**src/design/dtcc_pkg.sv**
```systemverilog
// shared constants, codes and types for the distance to control change block
`timescale 1ns / 1ps
`default_nettype none

package dtcc_pkg;

  localparam int FRACTION_BITS_DEF = 8;
  localparam int FIELD_W = 16;
  localparam int ALPHA_W = 9;
  localparam int ALPHA_FRAC = 8;
  localparam int CC_W = 7;
  localparam int QUOT_W = 7;
  localparam int CFG_IDX_W = 2;

  localparam logic [ALPHA_W-1:0] ALPHA_ONE = 9'd256;
  localparam logic [ALPHA_W-1:0] ALPHA_RST = 9'd64;
  localparam logic [FIELD_W-1:0] ZONE_RST = 16'd400;
  localparam logic [FIELD_W-1:0] HYST_RST = 16'd50;
  localparam logic [CC_W-1:0] GROUP_RST = 7'd0;

  localparam logic [CC_W-1:0] CC_MAX = 7'd127;
  localparam logic [CC_W-1:0] CC_DIST_SEL = 7'd1;
  localparam logic [CC_W-1:0] CC_PAD_SEL = 7'd2;

  localparam logic [1:0] FUNC_DIST = 2'd0;
  localparam logic [1:0] FUNC_PRIMARY = 2'd1;
  localparam logic [1:0] FUNC_SECONDARY = 2'd2;

  localparam logic [CFG_IDX_W-1:0] CFG_ALPHA = 2'd0;
  localparam logic [CFG_IDX_W-1:0] CFG_ZONE = 2'd1;
  localparam logic [CFG_IDX_W-1:0] CFG_HYST = 2'd2;
  localparam logic [CFG_IDX_W-1:0] CFG_GROUP = 2'd3;

  typedef enum logic [2:0] {
    ST_IDLE,
    ST_MUL,
    ST_CMP,
    ST_DIV,
    ST_CHK,
    ST_EMIT
  } state_t;

endpackage

`default_nettype wire

```
**src/design/dtcc_mul.sv**
```systemverilog
// shift-add multiplier, one weight bit per cycle, for the smoothing step
`timescale 1ns / 1ps
`default_nettype none

module dtcc_mul #(
  parameter int DW = dtcc_pkg::FIELD_W + dtcc_pkg::FRACTION_BITS_DEF
) (
  input  wire logic                                    clk,
  input  wire logic                                    rst_n,
  input  wire logic                                    start,
  input  wire logic [dtcc_pkg::ALPHA_W-1:0]            alpha,
  input  wire logic signed [DW:0]                      diff,
  output logic                                         done,
  output logic signed [DW+dtcc_pkg::ALPHA_W:0]         prod
);
  import dtcc_pkg::*;

  localparam int PW = DW + 1 + ALPHA_W;
  localparam int CNT_W = $clog2(ALPHA_W);
  localparam logic [CNT_W-1:0] CNT_LAST = CNT_W'(ALPHA_W - 1);

  logic signed [PW-1:0] acc_r, acc_nxt;
  logic signed [PW-1:0] mcand_r, mcand_nxt;
  logic [ALPHA_W-1:0] mplier_r, mplier_nxt;
  logic [CNT_W-1:0] cnt_r, cnt_nxt;
  logic busy_r, busy_nxt;
  logic done_r, done_nxt;

  always_comb begin
    acc_nxt = acc_r;
    mcand_nxt = mcand_r;
    mplier_nxt = mplier_r;
    cnt_nxt = cnt_r;
    busy_nxt = busy_r;
    done_nxt = 1'b0;
    if (start) begin
      acc_nxt = '0;
      mcand_nxt = $signed({{(PW-DW-1){diff[DW]}}, diff});
      mplier_nxt = alpha;
      cnt_nxt = '0;
      busy_nxt = 1'b1;
    end else if (busy_r) begin
      if (mplier_r[0]) begin
        acc_nxt = acc_r + mcand_r;
      end
      mcand_nxt = mcand_r <<< 1;
      mplier_nxt = mplier_r >> 1;
      cnt_nxt = cnt_r + 1'b1;
      if (cnt_r == CNT_LAST) begin
        busy_nxt = 1'b0;
        done_nxt = 1'b1;
      end
    end
  end

  always_ff @(posedge clk) begin
    if (!rst_n) begin
      busy_r <= 1'b0;
      done_r <= 1'b0;
      cnt_r <= '0;
    end else begin
      busy_r <= busy_nxt;
      done_r <= done_nxt;
      cnt_r <= cnt_nxt;
    end
    acc_r <= acc_nxt;
    mcand_r <= mcand_nxt;
    mplier_r <= mplier_nxt;
  end

  assign done = done_r;
  assign prod = acc_r;

endmodule

`default_nettype wire

```
**src/design/dtcc_div.sv**
```systemverilog
// restoring divider, one quotient bit per cycle, for the distance to value map
`timescale 1ns / 1ps
`default_nettype none

module dtcc_div #(
  parameter int DW = dtcc_pkg::FIELD_W + dtcc_pkg::FRACTION_BITS_DEF
) (
  input  wire logic                            clk,
  input  wire logic                            rst_n,
  input  wire logic                            start,
  input  wire logic [DW+dtcc_pkg::QUOT_W-1:0]  numer,
  input  wire logic [DW-1:0]                   denom,
  output logic                                 done,
  output logic [dtcc_pkg::QUOT_W-1:0]          quot
);
  import dtcc_pkg::*;

  localparam int NW = DW + QUOT_W;
  localparam int CNT_W = $clog2(QUOT_W);
  localparam logic [CNT_W-1:0] CNT_LAST = CNT_W'(QUOT_W - 1);

  logic [NW-1:0] rem_r, rem_nxt;
  logic [NW-1:0] dv_r, dv_nxt;
  logic [QUOT_W-1:0] q_r, q_nxt;
  logic [CNT_W-1:0] cnt_r, cnt_nxt;
  logic busy_r, busy_nxt;
  logic done_r, done_nxt;
  logic fits;

  assign fits = rem_r >= dv_r;

  always_comb begin
    rem_nxt = rem_r;
    dv_nxt = dv_r;
    q_nxt = q_r;
    cnt_nxt = cnt_r;
    busy_nxt = busy_r;
    done_nxt = 1'b0;
    if (start) begin
      rem_nxt = numer;
      dv_nxt = NW'(denom) << (QUOT_W - 1);
      q_nxt = '0;
      cnt_nxt = '0;
      busy_nxt = 1'b1;
    end else if (busy_r) begin
      if (fits) begin
        rem_nxt = rem_r - dv_r;
      end
      q_nxt = {q_r[QUOT_W-2:0], fits};
      dv_nxt = dv_r >> 1;
      cnt_nxt = cnt_r + 1'b1;
      if (cnt_r == CNT_LAST) begin
        busy_nxt = 1'b0;
        done_nxt = 1'b1;
      end
    end
  end

  always_ff @(posedge clk) begin
    if (!rst_n) begin
      busy_r <= 1'b0;
      done_r <= 1'b0;
      cnt_r <= '0;
    end else begin
      busy_r <= busy_nxt;
      done_r <= done_nxt;
      cnt_r <= cnt_nxt;
    end
    rem_r <= rem_nxt;
    dv_r <= dv_nxt;
    q_r <= q_nxt;
  end

  assign done = done_r;
  assign quot = q_r;

endmodule

`default_nettype wire

```
**src/design/distance_to_control_change.sv**
```systemverilog
// distance to control change: smoothing filter, zone tracking and pad handling
//
// Input channel (in_valid/in_ready) takes one item per transfer: func 0 is a
// distance sample, func 1 the primary pad level, func 2 the secondary pad
// level. Result channel (out_valid/out_ready) carries at most one control
// change per item. Config writes go over cfg_valid/cfg_ready with a register
// index and data; cfg_ready is always high.
// A distance sample inside the zone runs a serial multiply (one weight bit
// per cycle); outside the zone the multiply is skipped. If the smoothed
// distance is then below the zone, a serial divide (one quotient bit per
// cycle) gives the mapped value.
// One item is worked on at a time; in_ready is high only between items.
// A finished result sits in the output register while the next item is
// taken; if it is still unclaimed when another result is ready, the block
// holds that result and stalls its input until out_ready frees the register.
// Reset loads the register defaults and clears all tracking state.
`timescale 1ns / 1ps
`default_nettype none

module distance_to_control_change #(
  parameter int FRACTION_BITS = dtcc_pkg::FRACTION_BITS_DEF
) (
  input  wire logic                              clk,
  input  wire logic                              rst_n,
  input  wire logic                              in_valid,
  output logic                                   in_ready,
  input  wire logic [1:0]                        in_func,
  input  wire logic [dtcc_pkg::FIELD_W-1:0]      in_distance_mm,
  input  wire logic                              in_touched,
  output logic                                   out_valid,
  input  wire logic                              out_ready,
  output logic [dtcc_pkg::CC_W-1:0]              out_cc_number,
  output logic [dtcc_pkg::CC_W-1:0]              out_cc_value,
  input  wire logic                              cfg_valid,
  output logic                                   cfg_ready,
  input  wire logic [dtcc_pkg::CFG_IDX_W-1:0]    cfg_index,
  input  wire logic [dtcc_pkg::FIELD_W-1:0]      cfg_data
);
  import dtcc_pkg::*;

  localparam int DW = FIELD_W + FRACTION_BITS;
  localparam int PW = DW + 1 + ALPHA_W;
  localparam int NW = DW + QUOT_W;
  localparam logic signed [PW-1:0] ROUND = PW'(1) <<< (ALPHA_FRAC - 1);

  state_t state_r, state_nxt;

  logic [ALPHA_W-1:0] alpha_r;
  logic [FIELD_W-1:0] zone_r;
  logic [FIELD_W-1:0] hyst_r;
  logic [CC_W-1:0] group_r;

  logic [DW-1:0] sd_r, sd_nxt;
  logic in_zone_r, in_zone_nxt;
  logic [CC_W-1:0] last_r, last_nxt;
  logic frozen_r, frozen_nxt;
  logic prim_r, prim_nxt;
  logic sec_r, sec_nxt;
  logic [QUOT_W-1:0] qv_r, qv_nxt;
  logic [CC_W-1:0] pend_num_r, pend_num_nxt;
  logic [CC_W-1:0] pend_val_r, pend_val_nxt;
  logic out_valid_r, out_valid_nxt;
  logic [CC_W-1:0] out_num_r, out_val_r;

  logic accept;
  logic emit_load;
  logic mul_start, mul_done;
  logic div_start, div_done;
  logic [ALPHA_W-1:0] alpha_eff;
  logic [DW-1:0] samp;
  logic signed [DW:0] diff;
  logic signed [PW-1:0] mul_prod;
  logic signed [PW-1:0] prod_rnd;
  logic signed [PW-1:0] step;
  logic signed [PW-1:0] sd_sum;
  logic [DW-1:0] zone_fx;
  logic [FIELD_W-1:0] thr;
  logic [DW-1:0] thr_fx;
  logic [DW-1:0] dist_off;
  logic [NW-1:0] numer;
  logic [QUOT_W-1:0] div_quot;
  logic below_zone;
  logic dist_change;

  // datapath terms
  assign accept = in_valid && in_ready;
  assign alpha_eff = (alpha_r > ALPHA_ONE) ? ALPHA_ONE : alpha_r;
  assign samp = DW'(in_distance_mm) << FRACTION_BITS;
  assign diff = $signed({1'b0, samp}) - $signed({1'b0, sd_r});
  assign prod_rnd = mul_prod + ROUND;
  assign step = prod_rnd >>> ALPHA_FRAC;
  assign sd_sum = $signed({{(PW-DW){1'b0}}, sd_r}) + step;
  assign zone_fx = DW'(zone_r) << FRACTION_BITS;
  assign thr = in_zone_r ? zone_r : ((hyst_r >= zone_r) ? '0 : zone_r - hyst_r);
  assign thr_fx = DW'(thr) << FRACTION_BITS;
  assign below_zone = sd_r < zone_fx;
  assign dist_off = zone_fx - sd_r;
  assign numer = (NW'(dist_off) << CC_W) - NW'(dist_off);
  assign dist_change = (qv_r != last_r) && !frozen_r;
  assign emit_load = (state_r == ST_EMIT) && (!out_valid_r || out_ready);

  dtcc_mul #(
    .DW(DW)
  ) u_mul (
    .clk  (clk),
    .rst_n(rst_n),
    .start(mul_start),
    .alpha(alpha_eff),
    .diff (diff),
    .done (mul_done),
    .prod (mul_prod)
  );

  dtcc_div #(
    .DW(DW)
  ) u_div (
    .clk  (clk),
    .rst_n(rst_n),
    .start(div_start),
    .numer(numer),
    .denom(zone_fx),
    .done (div_done),
    .quot (div_quot)
  );

  // next state
  always_comb begin
    state_nxt = state_r;
    case (state_r)
      ST_IDLE: begin
        if (accept) begin
          case (in_func)
            FUNC_DIST: state_nxt = in_zone_r ? ST_MUL : ST_CMP;
            FUNC_SECONDARY: state_nxt = (in_touched != sec_r) ? ST_EMIT : ST_IDLE;
            default: state_nxt = ST_IDLE;
          endcase
        end
      end
      ST_MUL: if (mul_done) state_nxt = ST_CMP;
      ST_CMP: state_nxt = below_zone ? ST_DIV : ST_CHK;
      ST_DIV: if (div_done) state_nxt = ST_CHK;
      ST_CHK: state_nxt = dist_change ? ST_EMIT : ST_IDLE;
      ST_EMIT: if (emit_load) state_nxt = ST_IDLE;
      default: state_nxt = ST_IDLE;
    endcase
  end

  // control outputs
  always_comb begin
    in_ready = 1'b0;
    mul_start = 1'b0;
    div_start = 1'b0;
    case (state_r)
      ST_IDLE: begin
        in_ready = 1'b1;
        mul_start = in_valid && (in_func == FUNC_DIST) && in_zone_r;
      end
      ST_CMP: div_start = below_zone;
      default: begin
        in_ready = 1'b0;
      end
    endcase
  end

  // tracking state
  always_comb begin
    sd_nxt = sd_r;
    in_zone_nxt = in_zone_r;
    last_nxt = last_r;
    frozen_nxt = frozen_r;
    prim_nxt = prim_r;
    sec_nxt = sec_r;
    qv_nxt = qv_r;
    pend_num_nxt = pend_num_r;
    pend_val_nxt = pend_val_r;
    case (state_r)
      ST_IDLE: begin
        if (accept) begin
          case (in_func)
            FUNC_DIST: begin
              if (!in_zone_r) sd_nxt = samp;
            end
            FUNC_PRIMARY: begin
              if (in_touched && !prim_r) frozen_nxt = !frozen_r;
              prim_nxt = in_touched;
            end
            FUNC_SECONDARY: begin
              sec_nxt = in_touched;
              pend_num_nxt = group_r | CC_PAD_SEL;
              pend_val_nxt = in_touched ? CC_MAX : '0;
            end
            default: begin
              sd_nxt = sd_r;
            end
          endcase
        end
      end
      ST_MUL: if (mul_done) sd_nxt = sd_sum[DW-1:0];
      ST_CMP: begin
        in_zone_nxt = sd_r < thr_fx;
        qv_nxt = '0;
      end
      ST_DIV: if (div_done) qv_nxt = div_quot;
      ST_CHK: begin
        if (dist_change) begin
          last_nxt = qv_r;
          pend_num_nxt = group_r | CC_DIST_SEL;
          pend_val_nxt = qv_r;
        end
      end
      default: begin
        sd_nxt = sd_r;
      end
    endcase
  end

  always_comb begin
    if (emit_load) out_valid_nxt = 1'b1;
    else if (out_ready) out_valid_nxt = 1'b0;
    else out_valid_nxt = out_valid_r;
  end

  always_ff @(posedge clk) begin
    if (!rst_n) begin
      state_r <= ST_IDLE;
      alpha_r <= ALPHA_RST;
      zone_r <= ZONE_RST;
      hyst_r <= HYST_RST;
      group_r <= GROUP_RST;
      sd_r <= '0;
      in_zone_r <= 1'b0;
      last_r <= '0;
      frozen_r <= 1'b0;
      prim_r <= 1'b0;
      sec_r <= 1'b0;
      out_valid_r <= 1'b0;
    end else begin
      state_r <= state_nxt;
      sd_r <= sd_nxt;
      in_zone_r <= in_zone_nxt;
      last_r <= last_nxt;
      frozen_r <= frozen_nxt;
      prim_r <= prim_nxt;
      sec_r <= sec_nxt;
      out_valid_r <= out_valid_nxt;
      if (cfg_valid) begin
        case (cfg_index)
          CFG_ALPHA: alpha_r <= cfg_data[ALPHA_W-1:0];
          CFG_ZONE: zone_r <= cfg_data;
          CFG_HYST: hyst_r <= cfg_data;
          CFG_GROUP: group_r <= cfg_data[CC_W-1:0];
          default: group_r <= group_r;
        endcase
      end
    end
    qv_r <= qv_nxt;
    pend_num_r <= pend_num_nxt;
    pend_val_r <= pend_val_nxt;
    if (emit_load) begin
      out_num_r <= pend_num_r;
      out_val_r <= pend_val_r;
    end
  end

  assign cfg_ready = 1'b1;
  assign out_valid = out_valid_r;
  assign out_cc_number = out_num_r;
  assign out_cc_value = out_val_r;

`ifndef SYNTHESIS
  a_primary_no_work: assert property (@(posedge clk) disable iff (!rst_n)
    (accept && (in_func == FUNC_PRIMARY)) |=> (state_r == ST_IDLE))
    else $error("primary pad item did not return to idle");

  a_mul_done_in_mul: assert property (@(posedge clk) disable iff (!rst_n)
    mul_done |-> (state_r == ST_MUL))
    else $error("multiplier finished outside its state");

  a_div_done_in_div: assert property (@(posedge clk) disable iff (!rst_n)
    div_done |-> (state_r == ST_DIV))
    else $error("divider finished outside its state");

  a_frozen_no_emit: assert property (@(posedge clk) disable iff (!rst_n)
    ((state_r == ST_CHK) && frozen_r) |=> (state_r == ST_IDLE))
    else $error("distance transfer queued while frozen");

  a_cc_number_sel: assert property (@(posedge clk) disable iff (!rst_n)
    out_valid_r |-> (out_num_r[1:0] != 2'b00))
    else $error("controller number lacks selector bits");
`endif

endmodule

`default_nettype wire

```
**config.mk**
```make
export PLATFORM = sky130hd
export DESIGN_NAME = distance_to_control_change
export DESIGN_NICKNAME = d
export VERILOG_FILES = /design/src/design/dtcc_pkg.sv /design/src/design/dtcc_mul.sv /design/src/design/dtcc_div.sv /design/src/design/distance_to_control_change.sv
export SDC_FILE = /design/constraint.sdc
export NUM_CORES = 1
export LEC_CHECK = 0
export BUFFER_PORTS_ARGS = -buffer_cell sky130_fd_sc_hd__buf_2
export CAP_MARGIN = 20
export CORE_MARGIN = 1
export CORE_UTILIZATION = 25
export CTS_BUF_LIST = sky130_fd_sc_hd__clkbuf_8
export DETAILED_ROUTE_END_ITERATION = 7
export GPL_TIMING_DRIVEN = 0
export SLEW_MARGIN = 20
export SYNTH_ARGS = -nofsm -noshare
export SYNTH_HDL_FRONTEND = slang
export SYNTH_SLANG_ARGS = --single-unit
```
**constraint.sdc**
```tcl
create_clock -name clk -period 5.75 [get_ports clk]
set_input_delay 0.2875 -clock clk [delete_from_list [all_inputs] [get_ports clk]]
set_output_delay 0.2875 -clock clk [all_outputs]
set_load 0.02 [all_outputs]
```
Yosys cells after proc, flatten, opt, wreduce, memory -nomap -nowiden
Cells that the tools add are included.

cells by class
  muxes and demuxes = 51
  order comparisons = 5
  reductions and logical operators = 38
  bitwise gates (word level) = 3
  eq/ne operators = 22
  add/sub/neg operators = 10

operators with widths
  operator               count
  $mux 24                4
  $mux 31                3
  $mux 34                2
  $mux 30                2
  $mux 7                 8
  $lt 24x24->1           2
  $pmux 24 s2            1
  $pmux 7 s2             3
  $add 34x34->34         1
  $add 32x9->32 const B  1
  $mux 16                2
  $ge 31x30->1           1
  $sub 31x24->31         1
  $sub 31x30->31         1
  $mux 9                 3
  $sub 24x24->25         1
  $add 24x24->24         1
  $sub 24x24->24         1
  $mux 3                 7
  $pmux 3 s6             1
  $ge 16x16->1           1
  $reduce_and 2->1       8
  $sub 16x16->16         1
  $reduce_bool 2->1      7
  27 further kinds       66

word-level totals
  word-level logic and storage cells = 159
  input bits = 42
  flip-flop bits (word level) = 278
  output and inout bits = 17

Longest topological paths before layout
Gate-level depths: netlist of run 1.

  depth in word-level cells = 5
  depth in mapped cells = 22
  gate-level depth less buffers = 22

By module
A second synthesis of run 1 with hierarchy kept.

unflattened totals
  cells, all modules = 2380
  area, all modules = 20350.8 um^2

modules (own cells, without submodules)
  module                      times used  cells each  area an instance (um^2)  seq. area each (um^2)
  distance_to_control_change  1           1307        10465.0                  2792.7
  dtcc_mul                    1           543         5093.6                   2092.0
  dtcc_div                    1           530         4792.1                   2011.9

Worst setup path after synthesis of run 1
Ideal clock, no wire load.

  path kind = reg-to-reg
  from = register sd_r[0]
  to = register u_div.rem_r[27], data pin
  path buffers = 2
  stages on the path, launching flop included = 21
  library setup time = 0.254 ns
  path slack = 1.065 ns
  required time = 5.496 ns
  data arrival time = 4.431 ns
  clock period less this slack = 4.685 ns
  path through = dfxtp_1 > buf_6 > inv_1 > ha_1 > or4b_1 > clkbuf_1 > o31a_1 > o21ai_0 > xor2_1 > inv_1 > ha_1 > o21a_1 > o21a_1 > and2_1 > a21oi_1 > o41a_1 > o31a_1 > o21a_1 > maj3_2 > mux2i_1 > a21o_1

on the way
  longest elaborated chain between the ends = 3
  elaborated cells on any way between the ends = 5
  those cells by class = add/sub: 2; order compare: 1; mux: 2

RTL lines
  what                                                   RTL line                                                             RTL
  start, declared                                        distance_to_control_change.sv:53                                     logic [DW-1:0] sd_r, sd_nxt;
  start signal, assigned                                 distance_to_control_change.sv:239                                    sd_r <= sd_nxt;
  $sub 24x24->24 / $lt 24x24->1 (equally long branches)  distance_to_control_change.sv:97, distance_to_control_change.sv:96
  $sub 31x24->31 / $mux 1 (equally long branches)        distance_to_control_change.sv:98, distance_to_control_change.sv:153
  $mux 31 *                                              dtcc_div.sv:39                                                       if (start) begin
  named net u_div.rem_nxt[27]                            dtcc_div.sv:22                                                       logic [NW-1:0] rem_r, rem_nxt;
  end signal, assigned                                   dtcc_div.sv:69                                                       rem_r <= rem_nxt;
  end, declared                                          dtcc_div.sv:22

The timed path passes the listed nets; every way through them passes the cells marked *.
A chain may end at the register's enable or synchronous reset.

Worst setup path after layout of run 1
  from = register sd_r[0]
  to = register u_div.rem_r[26], data pin

Same word-level chain as after synthesis.

==> results_dict.tcl, run 1 <==
set metrics [dict create \
    finalPower_mw 9.20 \
    critical_path.startpoint_type "flop" \
    vias 16800 \
    die-area_um2 78200 \
    postCtsSetupBuffers 0 \
    cts_root_buffer "clkbuf_8" \
    ir_worst_vdd_mv 0.186 \
    syn_avg_cell_area_um2 8.50 \
    rr_worst_depth 19 \
    cp.arrival_ns 5.72 \
    portBuffers 56 \
    final_common_cell "nand2_1" \
    grtUsageTotal_pct 14.2 \
    cts_tree "done" \
    grt_start_max_net_pins 31 \
    worstHoldStart "in_distance_mm[3]" \
    timing_max_transition_violations_final 0 \
    cts_resized 0 \
    min_delay_path_depth 3 \
    leakage_nw 8.91 \
    placement_rows 101 \
    drive_above_1_share_pct 6.68 \
    dp_hpwl_um 43800 \
    timing.rr.end "u_div.rem_r[26]" \
    syn_area_um2 19300 \
    htreeDepth 2 \
    cts_made_buffers 48 \
    postCtsHoldBufs 21 \
    grt_pass1_vias 15700 \
    die_height_um 280 \
    crit_type "flop to flop" \
    ys_types 85 \
    finalSetupTns_ns 0 \
    fin_nets 2615 \
    yosysSeqAreaShare_pct 34.9 \
    hold_viol_final 0 \
    period_minus_slack_ns 5.39 \
    clock_latency_ns 0.63 \
    powerDensity_nw_per_um2 415 \
    setup_viol 0 \
    fin_skew_ns 0.0336 \
    netlist_instances 2268 \
    final_cell_mix "nand2_1, a21oi_1, ha_1, inv_1, nor2_1" \
    status "completed" \
    reg2reg_slack_ns 0.36 \
    hold_end "sd_r[11]" \
    ys_ff_latch 274 \
    dr.pass1.iters 6 \
    die_width_um 280 \
    fin_crit_sh_pct 93.7 \
    ant_nets 0 \
    gp_congestion 0.902 \
    grt_pass1_wl_um 87400 \
    crit_fanout 8 \
    clk_pin_slew_ns 0.07 \
    clock-sinks 274 \
    crit_required_ns 6.08 \
    tightest_slew_ns 1.01 \
    drtIter0Drc 1200 \
    avgViaCountPerCell 4.84 \
    yosysWarnings 0 \
    routed_wl_um 56500 \
    max_freq_ghz 0.186 \
    min-delay-path-class "primary input to flop" \
    synth_edf_count 123 \
    antenna_found_initial 1 \
    drv_cap 0 \
    critPathCaptureType "flop" \
    grt_overflow_total 0 \
    ys_dominant_reg_cell "dfxtp_1" \
    synthToLayoutAreaGrowth_pct 14.9 \
    relSlewSlack_pct 32.3 \
    async_flop_share_pct 0 \
    clock_path_buffers 3 \
    start_util_pct 25.3 \
    pin_count 59 \
    wl_per_cell_um 16.3 \
    rsz0062_at_grt "false" \
    r2r-start "sd_r[0]" \
    coreArea_um2 76100 \
    drc 0 \
    synth_nets 2484 \
]
-- sequential cells by signal, indices dropped and copies added, names as in the netlist, 9 cells and up --
signal and flops:
alpha_r 9, hyst_r 16, sd_r 24, u_div.dv_r 30, u_div.rem_r 31, u_mul.mcand_r 32, u_mul.mplier_r 9, u_mul.prod 32
zone_r 16
-- worst max-delay path: stages (launching register included) --
cell and delay (ns):
dfxtp_1 0.35, buf_6 0.15, inv_1 0.13, ha_1 0.35, or4b_1 0.49, clkbuf_1 0.20, o31a_1 0.29, o21ai_0 0.20
xor2_1 0.22, inv_1 0.16, ha_1 0.27, or4_1 0.53, o21bai_1 0.20, a2111o_1 0.46, a41oi_2 0.25, o41ai_1 0.12
a21oi_1 0.29, o21ai_0 0.15, xnor2_1 0.19, a21oi_1 0.11
-- routing by layer --
metal | GRT usage (%) | wire (um) | vias up
met1 | 19.6 | 26900 | 7882
met3 | 2.69 | 3680 | 87
met2 | 22.3 | 24600 | 444
met4 | 4.29 | 1410 | 0
met5 | 0 | 0 | -
li1 | - | - | 8373
-- cell families after synthesis --
logic type               Yosys count  share of synthesized area (%)
AO/OA/AOI/OAI                    616                           20.2
XOR/XNOR                         182                           8.52
adder cells (fa/ha/maj)          176                           11.6
buffers and inverters            233                           4.65
flip-flops                       274                           34.9
multiplexers                      54                           2.81
other                              1                         0.0195
AND/OR/NAND/NOR                  732                           17.4
-- area by class of cell --
type	count	area [um2]
Sequential cell	274	6720
Buffer	85	340
Inverter	148	556
Fill cell	8299	53900
Clock inverter	28	146
Antenna cell	1	2.50
Timing Repair Buffer	81	568
Tap cell	1030	1290
Multi-Input combinational cell	1761	11700
Clock buffer	62	853
-- report_power, final --
| group | internal, mW | switching, mW | leakage [nW] |
|---|---|---|---|
| clock network | 1.01 | 0.867 | 0.584 |
| registers | 2.35 | 0.280 | 2.36 |
| logic | 1.99 | 2.70 | 5.97 |
| total | 5.35 | 3.85 | 8.91 |
-- how the worst max path moves through the flow --
stage                     depth (start not counted)  slack (ns)         endpoint      from
after floorplan                                  20        1.07  u_div.rem_r[27]   sd_r[0]
after global placement                           13        0.40  u_div.rem_r[30]  sd_r[13]
after detailed placement                         19        0.42  u_div.rem_r[26]   sd_r[0]
after CTS                                        19        0.40  u_div.rem_r[26]   sd_r[0]
after global routing                             19       0.003  u_div.rem_r[28]   sd_r[0]
final                                            19        0.36  u_div.rem_r[26]   sd_r[0]
-- through the flow --
stage | utilization, % | setup WS [ns] | hold WS (ns) | area [um2] | cells
CTS | 29.1 | 0.399 | 0.00487 | 22100 | 3469
finish | 29.1 | 0.361 | 0.0369 | 22100 | 3470
global route | 29.1 | 0.00340 | 0.0209 | 22100 | 3469
global placement | 27.4 | 0.399 | 0.403 | 20800 | 3354
detailed placement | 27.5 | 0.424 | 0.405 | 20900 | 3358
floorplan | - | 1.07 | 0.400 | 19300 | 2268
-- synthesized netlist by cell type, types with 14 or more instances --
cell type	number	area share [%]
and2_1	21	0.68
nor3_1	36	0.93
clkbuf_1	75	1.5
inv_1	147	2.9
nand2_1	302	5.9
a21o_1	65	2.5
o211ai_1	16	0.62
mux2i_1	54	2.8
o21bai_1	18	0.70
xnor2_1	122	5.5
and3_1	15	0.49
o21a_1	24	0.93
nand4_1	21	0.68
nor2_1	159	3.1
a31oi_1	25	0.81
nor2b_1	22	0.71
a22oi_1	23	0.90
dfxtp_1	151	16
a211oi_1	14	0.55
o21ai_0	138	3.6
edfxtp_1	123	19
nand3_1	64	1.7
a21oi_1	192	5.0
or3_1	16	0.52
nand2b_1	30	0.97
xor2_1	57	2.6
ha_1	170	11
(Power assumes the default switching activity.)
==> inputs of run 2 (changes only) <==
PLACE_DENSITY = 0.49   (was unset)
clock period = 6.4 ns   (was 5.75 ns; I/O delays follow)
==> results_dict.tcl, run 2 (synthesis results as in run 1) <==
set metrics [dict create \
    status "completed" \
    drtIter0Drc 1225 \
    fin_skew_ns 0.0224 \
    start_util_pct 25.3 \
    critical_path.startpoint_type "flop" \
    setup_viol 0 \
    grt_start_max_net_pins 25 \
    final_cell_mix "nand2_1, a21oi_1, ha_1, inv_1, nor2_1" \
    vias 16900 \
    relSlewSlack_pct 24.2 \
    cp_slowest_cell "or4b_1" \
    crit_chain "buf_6 -> inv_1 -> ha_1 -> or4b_1 -> clkbuf_1 -> o31a_1 -> o21ai_0 -> xor2_1 -> inv_1 -> ha_1 -> o21a_1 -> o21a_1 -> and2_1 -> a21oi_1 -> o41a_1 -> o31a_1 -> o21a_1 -> maj3_2 -> mux2i_1 -> a21o_1" \
    finalSetupTns_ns 0 \
    met2_usage_pct 24.3 \
    portBuffers 56 \
    cts_made_buffers 53 \
    placement_rows 101 \
    period_minus_slack_ns 5.40 \
    grt_overflow_total 0 \
    preCtsSetupSlack_ns 1.02 \
    cts_root_buffer "clkbuf_8" \
    clk_pin_slew_ns 0.06 \
    max_freq_ghz 0.185 \
    grt_pass1_wl_um 94300 \
    clock_latency_ns 0.66 \
    fill_cells 8265 \
    drive_above_1_share_pct 6.91 \
    grt_pass1_vias 16800 \
    gp_congestion 0.923 \
    cp_common_cell "o21a_1" \
    wl_per_cell_um 17.3 \
    final_common_cell "nand2_1" \
    dr.pass1.iters 5 \
    timing_max_transition_violations_final 0 \
    synthToLayoutAreaGrowth_pct 15.5 \
    postLayoutSetupSlackWorst_ns 1.00 \
    coreArea_um2 76100 \
    routed_wl_um 60300 \
    cp.arrival_ns 5.80 \
    grtUsageMet3_pct 2.44 \
    die_height_um 280 \
    powerDensity_nw_per_um2 383 \
    min-delay-path-class "primary input to flop" \
    die-area_um2 78200 \
    cts_resized 0 \
    htreeDepth 2 \
    ir_worst_vdd_mv 0.185 \
    rsz0062_at_grt "false" \
    avgViaCountPerCell 4.86 \
    crit_required_ns 6.81 \
    met1_usage_pct 21.2 \
    grtUsageTotal_pct 15.4 \
    crit_type "flop to flop" \
    antenna_found_initial 2 \
    pin_count 59 \
    dp_hpwl_um 47800 \
    fin_nets 2618 \
    multi_input_area_um2 11700 \
    cpPeakStageDelay_ns 0.48 \
    hold_viol_final 0 \
    crit_fanout 8 \
    busiest_layer "met2" \
    drc 0 \
    fin_crit_sh_pct 84.3 \
    ant_nets 0 \
    cts_tree "done" \
    die_width_um 280 \
    clock-sinks 274 \
    critPathCaptureType "flop" \
    drv_cap 0 \
    tightest_slew_ns 1.13 \
    register_area_um2 6720 \
    leakage_nw 8.96 \
    clock_path_buffers 3 \
]
## run 2: area by class of cell
type	count	area share (%)
Clock inverter	35	1.19
Antenna cell	1	0.0112
Buffer	85	1.53
Clock buffer	63	3.90
Multi-Input combinational cell	1761	52.5
Sequential cell	274	30.2
Inverter	148	2.50
Timing Repair Buffer	79	2.46
Tap cell	1030	5.79
## run 2: layer usage
layer / vias up / routed length, um
met5: - / 10
met4: 2 / 1740
met3: 105 / 2890
met2: 380 / 26300
met1: 8014 / 29300
li1: 8387 / -
## run 2: worst paths after layout
path	start	to	slack, ns	depth (start not counted)
setup / recovery	sd_r[0]	u_div.rem_r[27]	1.00	20
hold / removal	in_distance_mm[9]	sd_r[17]	0.07	3
setup reg to reg	sd_r[0]	u_div.rem_r[27]	1.00	20
hold reg to reg	pend_num_r[5]	out_cc_number[5]	0.42	0
## run 2: power by group
group          internal (mW)  total [mW]  switching, mW  leakage, nW
clock network           1.06        1.90          0.844        0.638
registers               2.11        2.36          0.251         2.36
logic                   1.79        4.27           2.48         5.97
## run 2: critical path: cells and delay by family (launching register included)
family	cells	cell delay (ns)
AO/OA/AOI/OAI	9	2.06
adder cells (fa/ha/maj)	3	1.07
XOR/XNOR	1	0.25
AND/OR/NAND/NOR	2	0.64
buffers and inverters	4	0.65
multiplexers	1	0.12
flip-flops	1	0.35
## run 2: what timing repair did
action,in CTS,in global routing
endpoints found under the hold margin,49,0
buffers inserted,0,0
hold buffers,19,0
## run 2: stage by stage
stage | std cells | instance area (um2) | power (mW) | utilization [%] | hold slack [ns]
finish | 3476 | 22300 | 8.53 | 29.3 | 0.0675
CTS | 3475 | 22300 | 8.58 | 29.3 | 0.0115
global route | 3476 | 22300 | 9.20 | 29.3 | 0.0390
detailed placement | 3358 | 20900 | 6.62 | 27.5 | 0.410
floorplan | 2268 | 19300 | 5.60 | - | 0.400
global placement | 3354 | 20800 | 6.54 | 27.4 | 0.404
==> inputs of run 3 (changes only) <==
clock period = 5.45 ns   (was 6.4 ns; I/O delays follow)
==> results_dict.tcl, run 3 (synthesis results as in run 1) <==
set metrics [dict create \
    grt_pass1_vias 16800 \
    vias 16900 \
    rsz0062_at_grt "false" \
    status "completed" \
    fill_cells 8255 \
    drc 0 \
    postLayoutSetupSlackWorst_ns 0.292 \
    path_delay_family "compound AO/OA/AOI/OAI gates" \
    worstHoldStart "in_distance_mm[8]" \
    grt_pass1_wl_um 94400 \
    period_minus_slack_ns 5.16 \
    setup_viol 0 \
    ant_nets 0 \
    crit_start "sd_r[0]" \
    drive_above_1_share_pct 7.18 \
    drv_cap 0 \
    coreArea_um2 76100 \
    crit_chain "buf_6 -> or4_4 -> or4_1 -> and2_1 -> xnor2_1 -> inv_1 -> ha_1 -> o21a_1 -> o21a_1 -> o21a_1 -> and2_1 -> a21oi_1 -> o41a_1 -> o31a_1 -> o21a_1 -> maj3_2 -> mux2i_1 -> a21o_1" \
    dp_hpwl_um 47800 \
    portBuffers 56 \
    relSlewSlack_pct 24.2 \
    die_height_um 280 \
    ir_worst_vdd_mv 0.217 \
    grt_start_max_net_pins 25 \
    clk_pin_slew_ns 0.07 \
    gp_congestion 0.923 \
    final_cell_mix "nand2_1, a21oi_1, ha_1, inv_1, nor2_1" \
    register_area_um2 6720 \
    drtIter0Drc 1133 \
    cp.arrival_ns 5.57 \
    final_common_cell "nand2_1" \
    crit_fanout 8 \
    path_buf_inv 2 \
    hold_viol_final 0 \
    routed_wl_um 60300 \
    synthToLayoutAreaGrowth_pct 16.0 \
    dr.pass1.iters 6 \
    timing_max_transition_violations_final 0 \
    fin_crit_sh_pct 94.6 \
    die_width_um 280 \
    hold_slack_ns 0.0490 \
    r2r-start "sd_r[0]" \
    cpPeakStageDelay_ns 0.56 \
    critPathCaptureType "flop" \
    min-delay-path-class "primary input to flop" \
    tightest_slew_ns 1.13 \
    die-area_um2 78200 \
    powerDensity_nw_per_um2 450 \
    max_freq_ghz 0.194 \
    grt_overflow_total 0 \
    grtUsageTotal_pct 15.4 \
    clock_latency_ns 0.66 \
    finalSetupTns_ns 0 \
    crit_required_ns 5.86 \
    pin_count 59 \
    start_util_pct 25.3 \
    leakage_nw 8.99 \
    multi_input_area_um2 11700 \
    antenna_found_initial 2 \
    clock_path_buffers 3 \
    cts_tree "done" \
    placement_rows 101 \
    cp_common_cell "o21a_1" \
    cts_made_buffers 53 \
    avgViaCountPerCell 4.85 \
    critical_path.startpoint_type "flop" \
    fin_nets 2625 \
    preCtsSetupSlack_ns 0.0703 \
    cts_root_buffer "clkbuf_8" \
    clock-sinks 274 \
    wl_per_cell_um 17.3 \
    crit_type "flop to flop" \
    htreeDepth 2 \
    fin_skew_ns 0.0266 \
    cp_slowest_cell "or4_4" \
]
## run 3: changes by cell type in the layout (fill, tap and decap cells not counted), sizes merged
cell         delta
dlygate4sd3     +6
clkbuf          -1
buf             +2
diode           +1
## run 3: layer usage
metal | vias to the layer above | share of wire (%) | track usage (%)
li1 | 8402 | - | -
met3 | 104 | 5.0 | 2.44
met1 | 8023 | 48 | 21.2
met2 | 375 | 44 | 24.4
met4 | 2 | 2.9 | 5.20
met5 | - | 0.017 | 0
## run 3: report_power, final
group / total (mW) / switching (mW) / internal, mW
sequential: 2.77 / 0.295 / 2.48
combinational: 5.05 / 2.92 / 2.13
clock: 2.23 / 0.990 / 1.24
total: 10.1 / 4.21 / 5.85
## run 3: final timing paths
kind,end,slack (ns),cells after the start
worst min-delay path,sd_r[16],0.05,4
worst min register to register,out_cc_number[5],0.42,0
worst max register to register,u_div.rem_r[27],0.29,18
worst max-delay path,u_div.rem_r[27],0.29,18
## run 3: through the flow
step	std cells	cell area (um2)	util [%]	power, mW
finish	3484	22400	29.4	10.1
global placement	3354	20800	27.4	7.68
detailed placement	3358	20900	27.5	7.77
floorplan	2268	19300	-	6.57
CTS	3481	22300	29.3	10.1
global route	3483	22400	29.4	10.8
## run 3: final cells by class
| cell class | instances | area share (%) |
|---|---|---|
| tap | 1030 | 5.76 |
| clock inverter | 35 | 1.18 |
| antenna | 2 | 0.0224 |
| multi-input combinational | 1761 | 52.3 |
| buffer | 84 | 1.51 |
| sequential | 274 | 30.0 |
| inverter | 148 | 2.48 |
| clock buffer | 63 | 3.88 |
| timing repair buffer | 87 | 2.79 |
## run 3: timing repair
item	CTS	global route
endpoints found under the setup margin	0	9
hold endpoints to repair	57	0
buffers inserted	0	2
hold buffers	25	0
gates resized for setup	0	7
## run 3: worst register-to-register path, stage by stage (launching register included)
cell,delay [ns]
dfxtp_1,0.35
buf_6,0.15
or4_4,0.56
or4_1,0.54
and2_1,0.21
xnor2_1,0.31
inv_1,0.16
ha_1,0.36
o21a_1,0.14
o21a_1,0.13
o21a_1,0.17
and2_1,0.16
a21oi_1,0.09
o41a_1,0.47
o31a_1,0.26
o21a_1,0.21
maj3_2,0.33
mux2i_1,0.12
a21o_1,0.20
